`src/hw/rtl/hhs_pkg.sv`:
```
// Shared phase codes, tables and helper functions for the H.264 header scanner.
package hhs_pkg;

	typedef enum logic [5:0] {
		PH_SCAN = 6'd0, PH_ALIGN = 6'd1, PH_EXT = 6'd2, PH_PROFILE = 6'd3,
		PH_CONSTRAINT = 6'd4, PH_LEVEL = 6'd5, PH_SPS_ID = 6'd6, PH_CHROMA = 6'd7,
		PH_SEP_PLANE = 6'd8, PH_DEPTH_LUMA = 6'd9, PH_DEPTH_CHROMA = 6'd10,
		PH_BYPASS = 6'd11, PH_MATRIX = 6'd12, PH_LISTS = 6'd13, PH_LOG2_FN = 6'd14,
		PH_POC_TYPE = 6'd15, PH_POC_LSB = 6'd16, PH_DELTA_ZERO = 6'd17,
		PH_NONREF = 6'd18, PH_TOPBOT = 6'd19, PH_CYCLE_LEN = 6'd20,
		PH_REF_OFFSET = 6'd21, PH_MAX_REF = 6'd22, PH_GAPS = 6'd23, PH_WIDTH = 6'd24,
		PH_HEIGHT = 6'd25, PH_FRAME_MBS = 6'd26, PH_MBAFF = 6'd27, PH_DIRECT8 = 6'd28,
		PH_CROP_FLAG = 6'd29, PH_CROP_L = 6'd30, PH_CROP_R = 6'd31, PH_CROP_T = 6'd32,
		PH_CROP_B = 6'd33, PH_VUI = 6'd34, PH_FIRST_MB = 6'd35,
		PH_SLICE_TYPE = 6'd36, PH_PPS = 6'd37, PH_PLANE = 6'd38, PH_FRAME_NUM = 6'd39
	} phase_t;

	typedef enum logic [2:0] {
		ST_IDLE = 3'b001,
		ST_BITS = 3'b010,
		ST_OUT  = 3'b100
	} ctl_state_t;

	localparam logic [4:0] NAL_SPS = 5'd7;
	localparam logic [4:0] NAL_NONIDR = 5'd1;
	localparam logic [4:0] NAL_PART_A = 5'd2;
	localparam logic [4:0] NAL_IDR = 5'd5;
	localparam logic [4:0] NAL_PREFIX = 5'd14;
	localparam logic [4:0] NAL_EXT = 5'd20;

	typedef struct packed {
		logic        kind;
		logic [15:0] width;
		logic [15:0] height;
		logic [15:0] number;
		logic [3:0]  slice;
		logic [31:0] position;
	} event_t;

	typedef struct packed {
		logic        fin;
		logic [31:0] value;
	} elem_t;

	function automatic logic phase_is_golomb(input phase_t ph);
		logic g;
		unique case (ph)
			PH_SPS_ID, PH_CHROMA, PH_DEPTH_LUMA, PH_DEPTH_CHROMA, PH_LOG2_FN,
			PH_POC_TYPE, PH_POC_LSB, PH_NONREF, PH_TOPBOT, PH_CYCLE_LEN,
			PH_REF_OFFSET, PH_MAX_REF, PH_WIDTH, PH_HEIGHT, PH_CROP_L, PH_CROP_R,
			PH_CROP_T, PH_CROP_B, PH_FIRST_MB, PH_SLICE_TYPE, PH_PPS: g = 1'b1;
			default: g = 1'b0;
		endcase
		return g;
	endfunction

	function automatic logic [4:0] phase_length(input phase_t ph, input logic [1:0] chroma,
		input logic [3:0] fnb);
		logic [4:0] n;
		unique case (ph)
			PH_EXT: n = 5'd24;
			PH_PROFILE, PH_CONSTRAINT, PH_LEVEL: n = 5'd8;
			PH_LISTS: n = (chroma == 2'd3) ? 5'd12 : 5'd8;
			PH_PLANE: n = 5'd2;
			PH_FRAME_NUM: n = {1'b0, fnb} + 5'd4;
			default: n = 5'd1;
		endcase
		return n;
	endfunction

	function automatic logic high_profile(input logic [7:0] p);
		return p == 8'd100 || p == 8'd110 || p == 8'd122 || p == 8'd244 ||
			p == 8'd44 || p == 8'd83 || p == 8'd86 || p == 8'd118 || p == 8'd128;
	endfunction

	function automatic logic [15:0] pixels16(input logic [31:0] m1);
		logic [32:0] s;
		s = {1'b0, m1} + 33'd1;
		return (s[32:12] != 21'd0) ? 16'hffff : {s[11:0], 4'd0};
	endfunction

endpackage

```
`src/hw/rtl/hhs_golomb.sv`:
```
// Bit-serial fixed-length and exp-Golomb element reader.
module hhs_golomb import hhs_pkg::*; (
	input  logic        clk,
	input  logic        arst_n,
	input  logic        clear,
	input  logic        step,
	input  logic        bit_in,
	input  logic        golomb,
	input  logic [4:0]  len,
	output elem_t       elem
);
	logic        counting_q;
	logic [4:0]  zeros_q;
	logic [31:0] acc_q;
	logic [4:0]  nacc_q;
	logic [31:0] acc_next;
	logic [4:0]  nacc_next;
	logic [31:0] base;

	assign acc_next = {acc_q[30:0], bit_in};
	assign nacc_next = nacc_q + 5'd1;
	assign base = (32'd1 << zeros_q) - 32'd1;

	always_comb begin
		elem.fin = 1'b0;
		elem.value = acc_next;
		if (!golomb) begin
			elem.fin = nacc_next >= len;
		end else if (counting_q) begin
			elem.fin = bit_in && zeros_q == 5'd0;
			elem.value = 32'd0;
		end else begin
			elem.fin = nacc_next >= zeros_q;
			elem.value = base + acc_next;
		end
	end

	always_ff @(posedge clk or negedge arst_n) begin
		if (!arst_n) begin
			counting_q <= 1'b1;
			zeros_q <= '0;
			acc_q <= '0;
			nacc_q <= '0;
		end else if (clear || (step && elem.fin)) begin
			counting_q <= 1'b1;
			zeros_q <= '0;
			acc_q <= '0;
			nacc_q <= '0;
		end else if (step) begin
			if (golomb && counting_q) begin
				if (bit_in) counting_q <= 1'b0;
				else if (zeros_q != 5'd31) zeros_q <= zeros_q + 5'd1;
			end else begin
				acc_q <= acc_next;
				nacc_q <= nacc_next;
			end
		end
	end
endmodule

```
`src/hw/rtl/h264_header_scanner.sv`:
```
// Top level of the H.264 Annex B header scanner.
// Usage: feed the Annex B stream on data_byte/valid_in; stall_in pushes back.
// Each accepted transaction is one stream byte. Bytes in start-code scan and
// dropped emulation-prevention bytes are taken without leaving the idle state
// and may follow back to back. A header byte is loaded into the shift register
// and then shifted through the element reader one bit per cycle, until all
// eight bits are read or the header ends inside the byte.
// A byte that yields a result (SPS frame size or new-frame slice) then passes
// through a hand-off state that loads it into the output register, which
// holds it with valid_out until stall_out is low.
// While a result waits, the next bytes are accepted and decoded; a byte that
// yields a further result holds in the hand-off state, with stall_in high,
// until the output register is taken.
// Reset clears all parse state: scanning resumes at start-code search,
// stream offset zero, stored frame number zero.
module h264_header_scanner import hhs_pkg::*; (
	input  logic        clk,
	input  logic        arst_n,
	input  logic        valid_in,
	output logic        stall_in,
	input  logic [7:0]  data_byte,
	output logic        valid_out,
	input  logic        stall_out,
	output logic        event_kind,
	output logic [15:0] frame_width,
	output logic [15:0] frame_height,
	output logic [15:0] frame_number,
	output logic [3:0]  slice_kind,
	output logic [31:0] slice_position
);
	ctl_state_t  state_q;
	phase_t      phase_q;
	logic [2:0]  pzc_q;
	logic [1:0]  esc_q;
	logic [31:0] seen_q;
	logic [31:0] start_q;
	logic [7:0]  shift_q;
	logic [2:0]  bitcnt_q;
	logic        emitted_q;
	logic [7:0]  profile_q;
	logic [1:0]  chroma_q;
	logic        sep_q;
	logic [3:0]  fnb_q;
	logic [7:0]  refleft_q;
	logic [31:0] width_q;
	logic [15:0] lastfn_q;
	logic [3:0]  lastsk_q;
	event_t      pend_q;
	event_t      ev_q;
	logic        ovalid_q;
	logic        out_load;
	event_t      ev_new;
	logic        ev_fire;
	logic        accept;
	logic        rd_clear;
	logic        step;
	elem_t       elem;
	phase_t      ph_next;
	phase_t      eff_ph;
	logic [4:0]  unit;
	logic [15:0] fn16;

	assign accept = valid_in && !stall_in;
	assign stall_in = (state_q != ST_IDLE);
	assign step = (state_q == ST_BITS);
	assign unit = data_byte[4:0];
	assign fn16 = elem.value[15:0];
	assign out_load = (state_q == ST_OUT) && (!ovalid_q || !stall_out);

	hhs_golomb u_rd (
		.clk(clk), .arst_n(arst_n), .clear(rd_clear), .step(step),
		.bit_in(shift_q[7]), .golomb(phase_is_golomb(phase_q)),
		.len(phase_length(phase_q, chroma_q, fnb_q)), .elem(elem)
	);

	always_comb begin
		ph_next = phase_q;
		ev_fire = 1'b0;
		ev_new = '0;
		unique case (phase_q)
			PH_EXT: ph_next = PH_SCAN;
			PH_PROFILE: ph_next = PH_CONSTRAINT;
			PH_CONSTRAINT: ph_next = PH_LEVEL;
			PH_LEVEL: ph_next = PH_SPS_ID;
			PH_SPS_ID: ph_next = high_profile(profile_q) ? PH_CHROMA : PH_LOG2_FN;
			PH_CHROMA: ph_next = (elem.value > 32'd2) ? PH_SEP_PLANE : PH_DEPTH_LUMA;
			PH_SEP_PLANE: ph_next = PH_DEPTH_LUMA;
			PH_DEPTH_LUMA: ph_next = PH_DEPTH_CHROMA;
			PH_DEPTH_CHROMA: ph_next = PH_BYPASS;
			PH_BYPASS: ph_next = PH_MATRIX;
			PH_MATRIX: ph_next = (elem.value != 0) ? PH_LISTS : PH_LOG2_FN;
			PH_LISTS: ph_next = PH_LOG2_FN;
			PH_LOG2_FN: ph_next = PH_POC_TYPE;
			PH_POC_TYPE: ph_next = (elem.value == 0) ? PH_POC_LSB :
				(elem.value == 32'd1) ? PH_DELTA_ZERO : PH_MAX_REF;
			PH_POC_LSB: ph_next = PH_MAX_REF;
			PH_DELTA_ZERO: ph_next = PH_NONREF;
			PH_NONREF: ph_next = PH_TOPBOT;
			PH_TOPBOT: ph_next = PH_CYCLE_LEN;
			PH_CYCLE_LEN: ph_next = (elem.value == 0) ? PH_MAX_REF : PH_REF_OFFSET;
			PH_REF_OFFSET: ph_next = (refleft_q <= 8'd1) ? PH_MAX_REF : PH_REF_OFFSET;
			PH_MAX_REF: ph_next = PH_GAPS;
			PH_GAPS: ph_next = PH_WIDTH;
			PH_WIDTH: ph_next = PH_HEIGHT;
			PH_HEIGHT: begin
				ph_next = PH_FRAME_MBS;
				ev_fire = !emitted_q;
				ev_new.kind = 1'b0;
				ev_new.width = pixels16(width_q);
				ev_new.height = pixels16(elem.value);
			end
			PH_FRAME_MBS: ph_next = (elem.value != 0) ? PH_DIRECT8 : PH_MBAFF;
			PH_MBAFF: ph_next = PH_DIRECT8;
			PH_DIRECT8: ph_next = PH_CROP_FLAG;
			PH_CROP_FLAG: ph_next = (elem.value != 0) ? PH_CROP_L : PH_VUI;
			PH_CROP_L: ph_next = PH_CROP_R;
			PH_CROP_R: ph_next = PH_CROP_T;
			PH_CROP_T: ph_next = PH_CROP_B;
			PH_CROP_B: ph_next = PH_VUI;
			PH_VUI: ph_next = PH_ALIGN;
			PH_FIRST_MB: ph_next = PH_SLICE_TYPE;
			PH_SLICE_TYPE: ph_next = PH_PPS;
			PH_PPS: ph_next = sep_q ? PH_PLANE : PH_FRAME_NUM;
			PH_PLANE: ph_next = PH_FRAME_NUM;
			PH_FRAME_NUM: begin
				ph_next = PH_ALIGN;
				ev_fire = (fn16 != lastfn_q) && !emitted_q;
				ev_new.kind = 1'b1;
				ev_new.number = fn16;
				ev_new.slice = lastsk_q;
				ev_new.position = start_q;
			end
			default: ph_next = PH_SCAN;
		endcase
	end

	always_comb begin
		eff_ph = phase_q;
		if (phase_q == PH_ALIGN) eff_ph = PH_SCAN;
		rd_clear = 1'b0;
	end

	always_ff @(posedge clk or negedge arst_n) begin
		if (!arst_n) begin
			state_q <= ST_IDLE;
			phase_q <= PH_SCAN;
			pzc_q <= '0;
			esc_q <= '0;
			seen_q <= '0;
			start_q <= '0;
			shift_q <= '0;
			bitcnt_q <= '0;
			emitted_q <= 1'b0;
			profile_q <= '0;
			chroma_q <= '0;
			sep_q <= 1'b0;
			fnb_q <= '0;
			refleft_q <= '0;
			width_q <= '0;
			lastfn_q <= '0;
			lastsk_q <= '0;
			pend_q <= '0;
		end else begin
			unique case (state_q)
				ST_IDLE: if (accept) begin
					seen_q <= seen_q + 32'd1;
					shift_q <= data_byte;
					bitcnt_q <= '0;
					emitted_q <= 1'b0;
					if (phase_q != PH_SCAN && esc_q == 2'd2) begin
						esc_q <= '0;
						if (data_byte == 8'h03) begin
						end else if (eff_ph != PH_SCAN) begin
							phase_q <= eff_ph;
							state_q <= ST_BITS;
						end else begin
							phase_q <= PH_SCAN;
							if (pzc_q < 3'd3) pzc_q <= (data_byte == 0) ? pzc_q + 3'd1 : 3'd0;
						end
					end else begin
						if (phase_q != PH_SCAN)
							esc_q <= (data_byte == 0) ? esc_q + 2'd1 : 2'd0;
						if (eff_ph != PH_SCAN) begin
							state_q <= ST_BITS;
						end else begin
							phase_q <= PH_SCAN;
							if (pzc_q < 3'd3) begin
								pzc_q <= (data_byte == 0) ? pzc_q + 3'd1 : 3'd0;
							end else if (pzc_q == 3'd3) begin
								if (data_byte == 8'd1) begin
									start_q <= seen_q - 32'd3;
									pzc_q <= 3'd4;
								end else if (data_byte != 0) begin
									pzc_q <= 3'd0;
								end
							end else begin
								pzc_q <= '0;
								if (unit == NAL_SPS) phase_q <= PH_PROFILE;
								else if (unit == NAL_NONIDR || unit == NAL_PART_A ||
									unit == NAL_IDR) phase_q <= PH_FIRST_MB;
								else if (unit == NAL_PREFIX || unit == NAL_EXT)
									phase_q <= PH_EXT;
							end
						end
					end
				end
				ST_BITS: begin
					shift_q <= {shift_q[6:0], 1'b0};
					bitcnt_q <= bitcnt_q + 3'd1;
					if (elem.fin) begin
						if (ev_fire) begin
							pend_q <= ev_new;
							emitted_q <= 1'b1;
						end
						unique case (phase_q)
							PH_PROFILE: begin
								profile_q <= elem.value[7:0];
								sep_q <= 1'b0;
							end
							PH_CHROMA: chroma_q <= (elem.value > 32'd3) ? 2'd3 : elem.value[1:0];
							PH_SEP_PLANE: sep_q <= elem.value[0];
							PH_LOG2_FN: fnb_q <= (elem.value > 32'd15) ? 4'd15 : elem.value[3:0];
							PH_CYCLE_LEN: refleft_q <= (elem.value > 32'd255) ? 8'd255 :
								elem.value[7:0];
							PH_REF_OFFSET: refleft_q <= (refleft_q <= 8'd1) ? 8'd0 :
								refleft_q - 8'd1;
							PH_WIDTH: width_q <= elem.value;
							PH_SLICE_TYPE: lastsk_q <= (elem.value > 32'd15) ? 4'd15 :
								elem.value[3:0];
							PH_FRAME_NUM: if (fn16 != lastfn_q) lastfn_q <= fn16;
							default: ;
						endcase
						if (ph_next == PH_ALIGN && bitcnt_q != 3'd7) phase_q <= PH_SCAN;
						else phase_q <= ph_next;
						if (ph_next == PH_SCAN || ph_next == PH_ALIGN || bitcnt_q == 3'd7)
							state_q <= (ev_fire || emitted_q) ? ST_OUT : ST_IDLE;
					end else if (bitcnt_q == 3'd7) begin
						state_q <= emitted_q ? ST_OUT : ST_IDLE;
					end
				end
				ST_OUT: if (out_load) state_q <= ST_IDLE;
				default: state_q <= ST_IDLE;
			endcase
		end
	end

	always_ff @(posedge clk or negedge arst_n) begin
		if (!arst_n) begin
			ovalid_q <= 1'b0;
			ev_q <= '0;
		end else if (out_load) begin
			ovalid_q <= 1'b1;
			ev_q <= pend_q;
		end else if (!stall_out) begin
			ovalid_q <= 1'b0;
		end
	end

	assign valid_out = ovalid_q;
	assign event_kind = ev_q.kind;
	assign frame_width = ev_q.width;
	assign frame_height = ev_q.height;
	assign frame_number = ev_q.number;
	assign slice_kind = ev_q.slice;
	assign slice_position = ev_q.position;

	a_hold: assert property (@(posedge clk) disable iff (!arst_n)
		valid_out && stall_out |=> valid_out && $stable(slice_position))
		else $error("result dropped under stall");
	a_busy: assert property (@(posedge clk) disable iff (!arst_n)
		state_q == ST_BITS |-> stall_in)
		else $error("input taken while shifting");
	a_pzc: assert property (@(posedge clk) disable iff (!arst_n)
		pzc_q <= 3'd4)
		else $error("prefix count out of range");
endmodule
```
`config.mk`:
```
export PLATFORM = sky130hd
export DESIGN_NAME = h264_header_scanner
export DESIGN_NICKNAME = d
export VERILOG_FILES = /design/src/hw/rtl/hhs_pkg.sv /design/src/hw/rtl/hhs_golomb.sv /design/src/hw/rtl/h264_header_scanner.sv
export SDC_FILE = /design/constraint.sdc
export NUM_CORES = 1
export LEC_CHECK = 0
export ABC_AREA = 1
export CAP_MARGIN = 20
export CORE_ASPECT_RATIO = 1.1
export CORE_UTILIZATION = 30
export CTS_BUF_LIST = sky130_fd_sc_hd__clkbuf_4 sky130_fd_sc_hd__clkbuf_8
export DETAILED_ROUTE_END_ITERATION = 8
export DONT_BUFFER_PORTS = 1
export PLACE_DENSITY = 0.42
export REMOVE_ABC_BUFFERS = 1
export SETUP_SLACK_MARGIN = 0.1
export SLEW_MARGIN = 30
export SYNTH_ARGS = -nofsm -noshare
export SYNTH_HDL_FRONTEND = slang
export SYNTH_SLANG_ARGS = --single-unit
```
`constraint.sdc`:
```
create_clock -name clk -period 3.8 [get_ports clk]
set_input_delay 0.38 -clock clk [delete_from_list [all_inputs] [get_ports clk]]
set_output_delay 0.38 -clock clk [all_outputs]
set_load 0.03 [all_outputs]
```
After elaboration in Yosys (flattened, before gate mapping)
Memories as Yosys holds them, arrays and structs flattened.
Index checks and enable logic that the tools add are counted.
{"block": "op_classes", "add_sub_neg": 13, "order_cmp": 8, "n_eq_ne": 85, "shifts": 1, "mux": 91, "bitwise": 3, "reduce_logical": 67}
{"operator": "$pmux W6 S36", "count": 1}
{"operator": "$eq A6 B5 Y1 const B", "count": 16}
{"operator": "$mux W31", "count": 3}
{"operator": "$mux W6", "count": 13}
{"operator": "$mux W3", "count": 25}
{"operator": "$add A32 B1 Y33 const B", "count": 2}
{"operator": "$gt A32 B2 Y1 const B", "count": 2}
{"operator": "$mux W32", "count": 2}
{"operator": "$mux W52", "count": 1}
{"operator": "$eq A6 B4 Y1 const B", "count": 8}
{"operator": "$eq A6 B6 Y1 const B", "count": 8}
{"operator": "$eq A8 B7 Y1 const B", "count": 6}
{"operator": "$reduce_bool A21 Y1", "count": 2}
{"operator": "$mux W5", "count": 8}
{"operator": "$mux W33", "count": 1}
{"operator": "$add A32 B1 Y32 const B", "count": 1}
{"operator": "$add A32 B32 Y32", "count": 1}
{"operator": "$eq A32 B1 Y1 const B", "count": 1}
{"operator": "$gt A32 B4 Y1 const B", "count": 1}
{"operator": "$gt A32 B8 Y1 const B", "count": 1}
{"operator": "$logic_not A32 Y1", "count": 1}
{"operator": "$mux W16", "count": 2}
{"operator": "$pmux W8 S2", "count": 2}
{"operator": "$reduce_bool A32 Y1", "count": 1}
{"operator": "other kinds (60)", "count": 159}
{"block": "word_totals", "reg_bits": 378, "romBits": 64, "out_inout_bits": 87, "elab_cells": 303, "n_memories": 1}
{"name": "(name not given)", "words": 64, "width": 1, "rd": 1, "rd_clocked_by_memory_dff": 0, "write_ports": 0, "line_no": "hhs_pkg.sv:47", "text": "unique case (ph)"}

Longest topological paths before layout
{"block": "depth", "ltp_word": 17, "ltp_mapped": 34, "mapped_depth_nobuf": 33}

Hierarchy
From an unflattened synthesis, not the netlist that was laid out.
{"block": "unflattened", "hier_cells": 2932, "hier_area_um2": 22379.0}
{"module": "h264_header_scanner", "n_inst": 1, "cells_each": 2137, "area_each_um2": 17087.6}
{"module": "hhs_golomb", "n_inst": 1, "cells_each": 795, "area_each_um2": 5291.3}

Least setup slack after synthesis
Ideal clock, no wire load.
{"block": "synth_path", "path_kind": "register to register", "start": "register u_rd.zeros_q[2]", "end": "register pend_q[62] in the netlist's numbering", "setup_ps": 121, "arrival_ps": 4024, "t_required_ps": 3679, "slack_ps": -345, "path_stages_with_launch": 31, "n_path_buf": 3, "synth_period_minus_slack_ps": 4145, "cell_sequence": "dfrtp_1 > clkbuf_1 > inv_1 > clkbuf_1 > ha_1 > nand3_1 > ha_1 > inv_1 > ha_1 > nand2_1 > nor2_1 > and2_1 > nand2_1 > nand2_1 > nand2_1 > nand2_1 > nand2_1 > o21ai_2 > nand2_2 > nor2_1 > nand2_1 > nor3_1 > nand2_1 > xnor2_1 > nor2_1 > nand2_1 > nor2_1 > nand3_2 > nand2_4 > buf_12 > nand2_2"}
{"block": "synth_between", "elab_chain_cells": 9, "word_cells_on_any_way": 17, "cone_classes": "add/sub (3); order compare (1); eq/ne (1); shift (1); mux (6); reduce/logical (5)"}
{"item": "start, declared", "line_no": "hhs_golomb.sv:13", "text": "logic [4:0] zeros_q;"}
{"item": "start signal, assigned", "line_no": "hhs_golomb.sv:52", "text": "else if (zeros_q != 5'd31) zeros_q <= zeros_q + 5'd1;"}
{"item": "$shl A1 B5 Y32", "line_no": "hhs_golomb.sv:22", "text": "assign base = (32'd1 << zeros_q) - 32'd1;"}
{"item": "$sub A32 B1 Y32", "line_no": "hhs_golomb.sv:22"}
{"item": "$add A32 B32 Y32", "line_no": "hhs_golomb.sv:34", "text": "elem.value = base + acc_next;"}
{"item": "$mux W33 (*)", "line_no": "hhs_golomb.sv:29", "text": "end else if (counting_q) begin"}
{"item": "$mux W32", "line_no": "hhs_golomb.sv:27", "text": "if (!golomb) begin"}
{"item": "$add A32 B1 Y33 / $ne A16 B16 Y1 (equally long branches)", "line_no": "hhs_pkg.sv:78, h264_header_scanner.sv:127"}
{"item": "$reduce_bool A21 Y1 / $logic_and A1 B1 Y1 (equally long branches)", "line_no": "hhs_pkg.sv:79, h264_header_scanner.sv:127"}
{"item": "$mux W16 / $pmux W1 S2 (equally long branches)", "line_no": "hhs_pkg.sv:79, h264_header_scanner.sv:80"}
{"item": "$mux W32 / $reduce_and A3 Y1 (equally long branches)"}
{"item": "end signal, assigned", "line_no": "h264_header_scanner.sv:212", "text": "pend_q <= ev_new;"}
{"item": "end, declared", "line_no": "h264_header_scanner.sv:48", "text": "event_t pend_q;"}
Mark *: on every way between the ends. The rest lies on a longest branch, timed or not.
A chain may end at the register's enable or synchronous reset.

Final worst setup path
{"block": "layout_path", "start": "register u_rd.zeros_q[0]", "end": "register phase_q[0]"}
{"block": "layout_between", "elab_chain_cells": 14, "word_cells_on_any_way": 28, "cone_classes": "add/sub (2); order compare (2); eq/ne (3); shift (1); mux (14); reduce/logical (6)"}
{"item": "$shl A1 B5 Y32", "line_no": "hhs_golomb.sv:22"}
{"item": "$sub A32 B1 Y32", "line_no": "hhs_golomb.sv:22"}
{"item": "$add A32 B32 Y32", "line_no": "hhs_golomb.sv:34"}
{"item": "$mux W33 (*)", "line_no": "hhs_golomb.sv:29"}
{"item": "branches (longest 10 deep; another with $gt A32 B2 Y1)"}
{"item": "end signal, assigned", "line_no": "h264_header_scanner.sv:174", "text": "phase_q <= eff_ph;"}
{"item": "end signal, assigned", "line_no": "h264_header_scanner.sv:234", "text": "else phase_q <= ph_next;"}
{"item": "end, declared", "line_no": "h264_header_scanner.sv:32", "text": "phase_t phase_q;"}
Mark *: on every way between the ends. The select of a mux whose other input is x is not followed.

==> flow_metrics.py <==
metrics = {
    "clocking": {
        "cts_tree": "done",
        "clkSlewWorstSetupHoldPaths_ns": 0.07,
        "clockBufferDepth": 3,
        "cts_buffers": 74,
        "cts_sinks": 366,
        "cts-root-buf": "clkbuf_8",
        "htree_levels": 3,
        "hold_buffers": 10,
        "clk_latency_ns": 0.68,
    },
    "yosys": {
        "synth-main-ff-cell": "dfrtp_1",
        "yosysWarningCount": 0,
        "synth_top_area_frac": 0.406,
        "yosysSeqAreaShare": 0.408,
        "synthAdderAreaFrac": 0.0566,
        "ys_types": 67,
        "synth_compound_area_frac": 0.116,
        "yosys-top-cells-area": "dfrtp_1, nand2_1, inv_1, ha_1, o21ai_0",
        "avgSynthCellArea_um2": 7.63,
        "synth_cells": 2943,
        "synthMuxAreaShare": 0.00953,
        "synth_edf_count": 0,
        "synth_top_family_by_area": "simple AND/OR/NAND/NOR gates",
        "synth-simple-area-share": 0.260,
        "synth_top_area_cell": "dfrtp_1",
        "ys_async_sr_fraction": 1.00,
        "synth-xor-area-share": 0.0476,
        "netlist_area_um2": 22400,
        "synth_seq_cells": 366,
    },
    "routing": {
        "route.detailed.wl_per_inst_um": 17.5,
        "drt_pass1_iterations": 5,
        "drt_iter0_drc": 1252,
        "postRouteAntennaNets": 0,
        "viasPerCell": 4.81,
        "wirelength_um": 77100,
        "vias": 21200,
        "drc": 0,
    },
    "timing": {
        "setup_viol": 146,
        "grt_setup_unrepaired": "true",
        "final_max_slew_viol_count": 0,
        "fin_crit_sh": 1.10,
        "clock_skew_ns": 0.0397,
        "worst_pin_slew_ns": 0.908,
        "fmax_ghz": 0.238,
        "hold_ws_ns": -0.602,
        "slew_headroom": 0.394,
        "setup_ws_ns": -0.393,
        "finalCriticalPeriod_ns": 4.19,
        "hold_viol": 365,
    },
    "critical_path": {
        "path_max_fanout": 4,
        "r2r-start": "u_rd.zeros_q[0]",
        "required_ns": 4.36,
        "worst_r2r_path_depth": 30,
        "crit_type": "flip-flop to flip-flop",
        "start_kind": "flip-flop",
        "cpMaxStageDelayCell": "dfrtp_2",
        "reg2reg_slack_ns": -0.39,
        "end_kind": "flip-flop",
        "r2r_end": "phase_q[0]",
        "slowest_delay_ns": 0.46,
        "critical_path_arrival_ns": 4.75,
    },
    "status": {
        "violations": "hold timing, setup timing",
        "outcome": "finished with violations",
    },
    "global_routing": {
        "overflow": 0,
        "antenna_found_initial": 1,
        "grt_pass1_wl_um": 122000,
        "grt_max_degree": 367,
        "grt_usage": 0.203,
        "grt_pass1_vias": 22000,
    },
    "power": {
        "power_density_nw_per_um2": 650,
        "ir_drop_mv": 0.412,
        "p_leak_nw": 14.7,
    },
    "place": {
        "place_area_um2": 26100,
        "dp_cells": 4166,
        "place.gp.congestion": 0.897,
        "dp_hpwl_um": 56700,
        "io_buffers": 0,
    },
    "floorplan": {
        "io_pins": 99,
        "coreArea_um2": 73700,
        "rows": 104,
        "die_w_um": 263,
        "dieArea_um2": 75900,
        "initial_core_util": 0.305,
        "die_y_um": 289,
    },
    "layout": {
        "multiInputGateArea_um2": 13000,
        "finalCoreUtilization": 0.417,
        "final_cells": 4395,
        "layout_commonest_cell": "nand2_1",
        "fin_nets": 3498,
        "design_area_um2": 30700,
        "layout-drive-gt1-share": 0.312,
        "area_delta_synth_final_pct": 37.0,
        "final_cell_mix": "nand2_1, inv_1, buf_4, dfrtp_1, o21ai_0",
        "fillers": 7516,
        "seq_area_um2": 9170,
    },
    "run": {
        "drv_cap": 0,
    },
    "worst_hold_path": {
        "hold_path_class": "primary input to asynchronous set/reset pin",
    },
}
==> through the flow <==
| stage | setup TNS (ns) | setup WS, ns | power, mW |
|---|---|---|---|
| after floorplan | -134.46 | -1.34 | 8.91 |
| after global placement | -101.37 | -0.870 | 12.9 |
| after detailed placement | -109.49 | -0.938 | 12.8 |
| after CTS | -26.16 | -0.329 | 19.1 |
| after global routing | -60.75 | -0.583 | 21.4 |
| final | -25.26 | -0.393 | 20.0 |
==> cell type report <==
cell class                      instances  area share
Multi-Input combinational cell       2006       0.421
Sequential cell                       366       0.298
Timing Repair Buffer                  455       0.127
Inverter                              482      0.0596
Clock buffer                          109      0.0455
Tap cell                              954      0.0388
Clock inverter                         22     0.00928
Antenna cell                            1   0.0000814
==> power breakdown <==
group | switching (mW) | internal (mW) | total, mW
logic | 6.30 | 4.79 | 11.1
registers | 0.167 | 4.11 | 4.28
clock network | 1.94 | 2.68 | 4.62
total | 8.40 | 11.6 | 20.0
==> cells in the mapped netlist, types with 9 or more instances <==
master,number
nand2_1,671
inv_1,460
dfrtp_1,364
o21ai_0,241
nor2_1,238
nand3_1,161
ha_1,100
xor2_1,97
nor3_1,65
a21oi_1,60
clkbuf_1,59
o22ai_1,58
nand4_1,57
nand2_2,28
nor4_1,26
xnor2_1,25
mux2_2,19
nor2_2,19
a22oi_1,14
o211ai_1,12
buf_2,11
inv_2,11
a31oi_1,10
buf_4,10
nand3b_1,10
clkinv_1,9
nor2_4,9
==> worst max-delay path, delay by kind of cell, from the launching register on <==
kind / cells / cell delay, ns
buffers and inverters: 9 / 0.94
flip-flops: 1 / 0.46
AND/OR/NAND/NOR: 16 / 1.68
adder cells (fa/ha/maj): 3 / 0.84
AO/OA/AOI/OAI: 2 / 0.12
==> cells by family (layout without fill, tap and decap cells) <==
family                   Yosys count  in the layout
multiplexers                      19             19
buffers and inverters            573           1068
flip-flops                       366            366
AO/OA/AOI/OAI                    448            448
other                              0              1
XOR/XNOR                         122            122
adder cells (fa/ha/maj)          101            101
AND/OR/NAND/NOR                 1314           1316
==> state kept, by name, indices dropped and copies added, names as in the netlist, 4 cells and up <==
signal / count
fnb_q: 4
frame_height: 13
frame_number: 16
frame_width: 13
lastfn_q: 16
lastsk_q: 4
pend_q: 79
phase_q: 6
profile_q: 8
refleft_q: 8
seen_q: 32
shift_q: 8
slice_kind: 4
slice_position: 32
start_q: 32
u_rd.acc_q: 31
u_rd.nacc_q: 5
u_rd.zeros_q: 5
width_q: 32
==> routing by layer <==
layer,part of all wire,GRT usage,up-vias,routed length [µm]
met5,0,0,-,0
met4,0.037,0.0751,0,2870
met3,0.035,0.0296,164,2670
met2,0.49,0.356,413,38000
met1,0.44,0.254,10100,33600
li1,-,-,10400,-
==> worst max-delay path by stage <==
stage | from | cells past startpoint | slack [ns] | end
after global placement | u_rd.zeros_q[0] | 28 | -0.87 | pend_q[55]
after global routing | u_rd.zeros_q[0] | 30 | -0.58 | pend_q[55]
after detailed placement | u_rd.zeros_q[0] | 28 | -0.94 | pend_q[55]
after CTS | u_rd.zeros_q[1] | 30 | -0.33 | pend_q[56]
final | u_rd.zeros_q[0] | 30 | -0.39 | phase_q[0]
after floorplan | phase_q[1] | 20 | -1.34 | width_q[15]
==> timing repair <==
| item | in CTS | in global routing |
|---|---|---|
| endpoints found under the hold margin | 382 | 366 |
| gates cloned | 5 | 0 |
| pin swaps | 74 | 114 |
| endpoints found under the setup margin | 172 | 173 |
| setup buffers | 63 | 19 |
| gates resized for setup | 301 | 251 |
No activity file was read; power rests on OpenSTA's default activity.
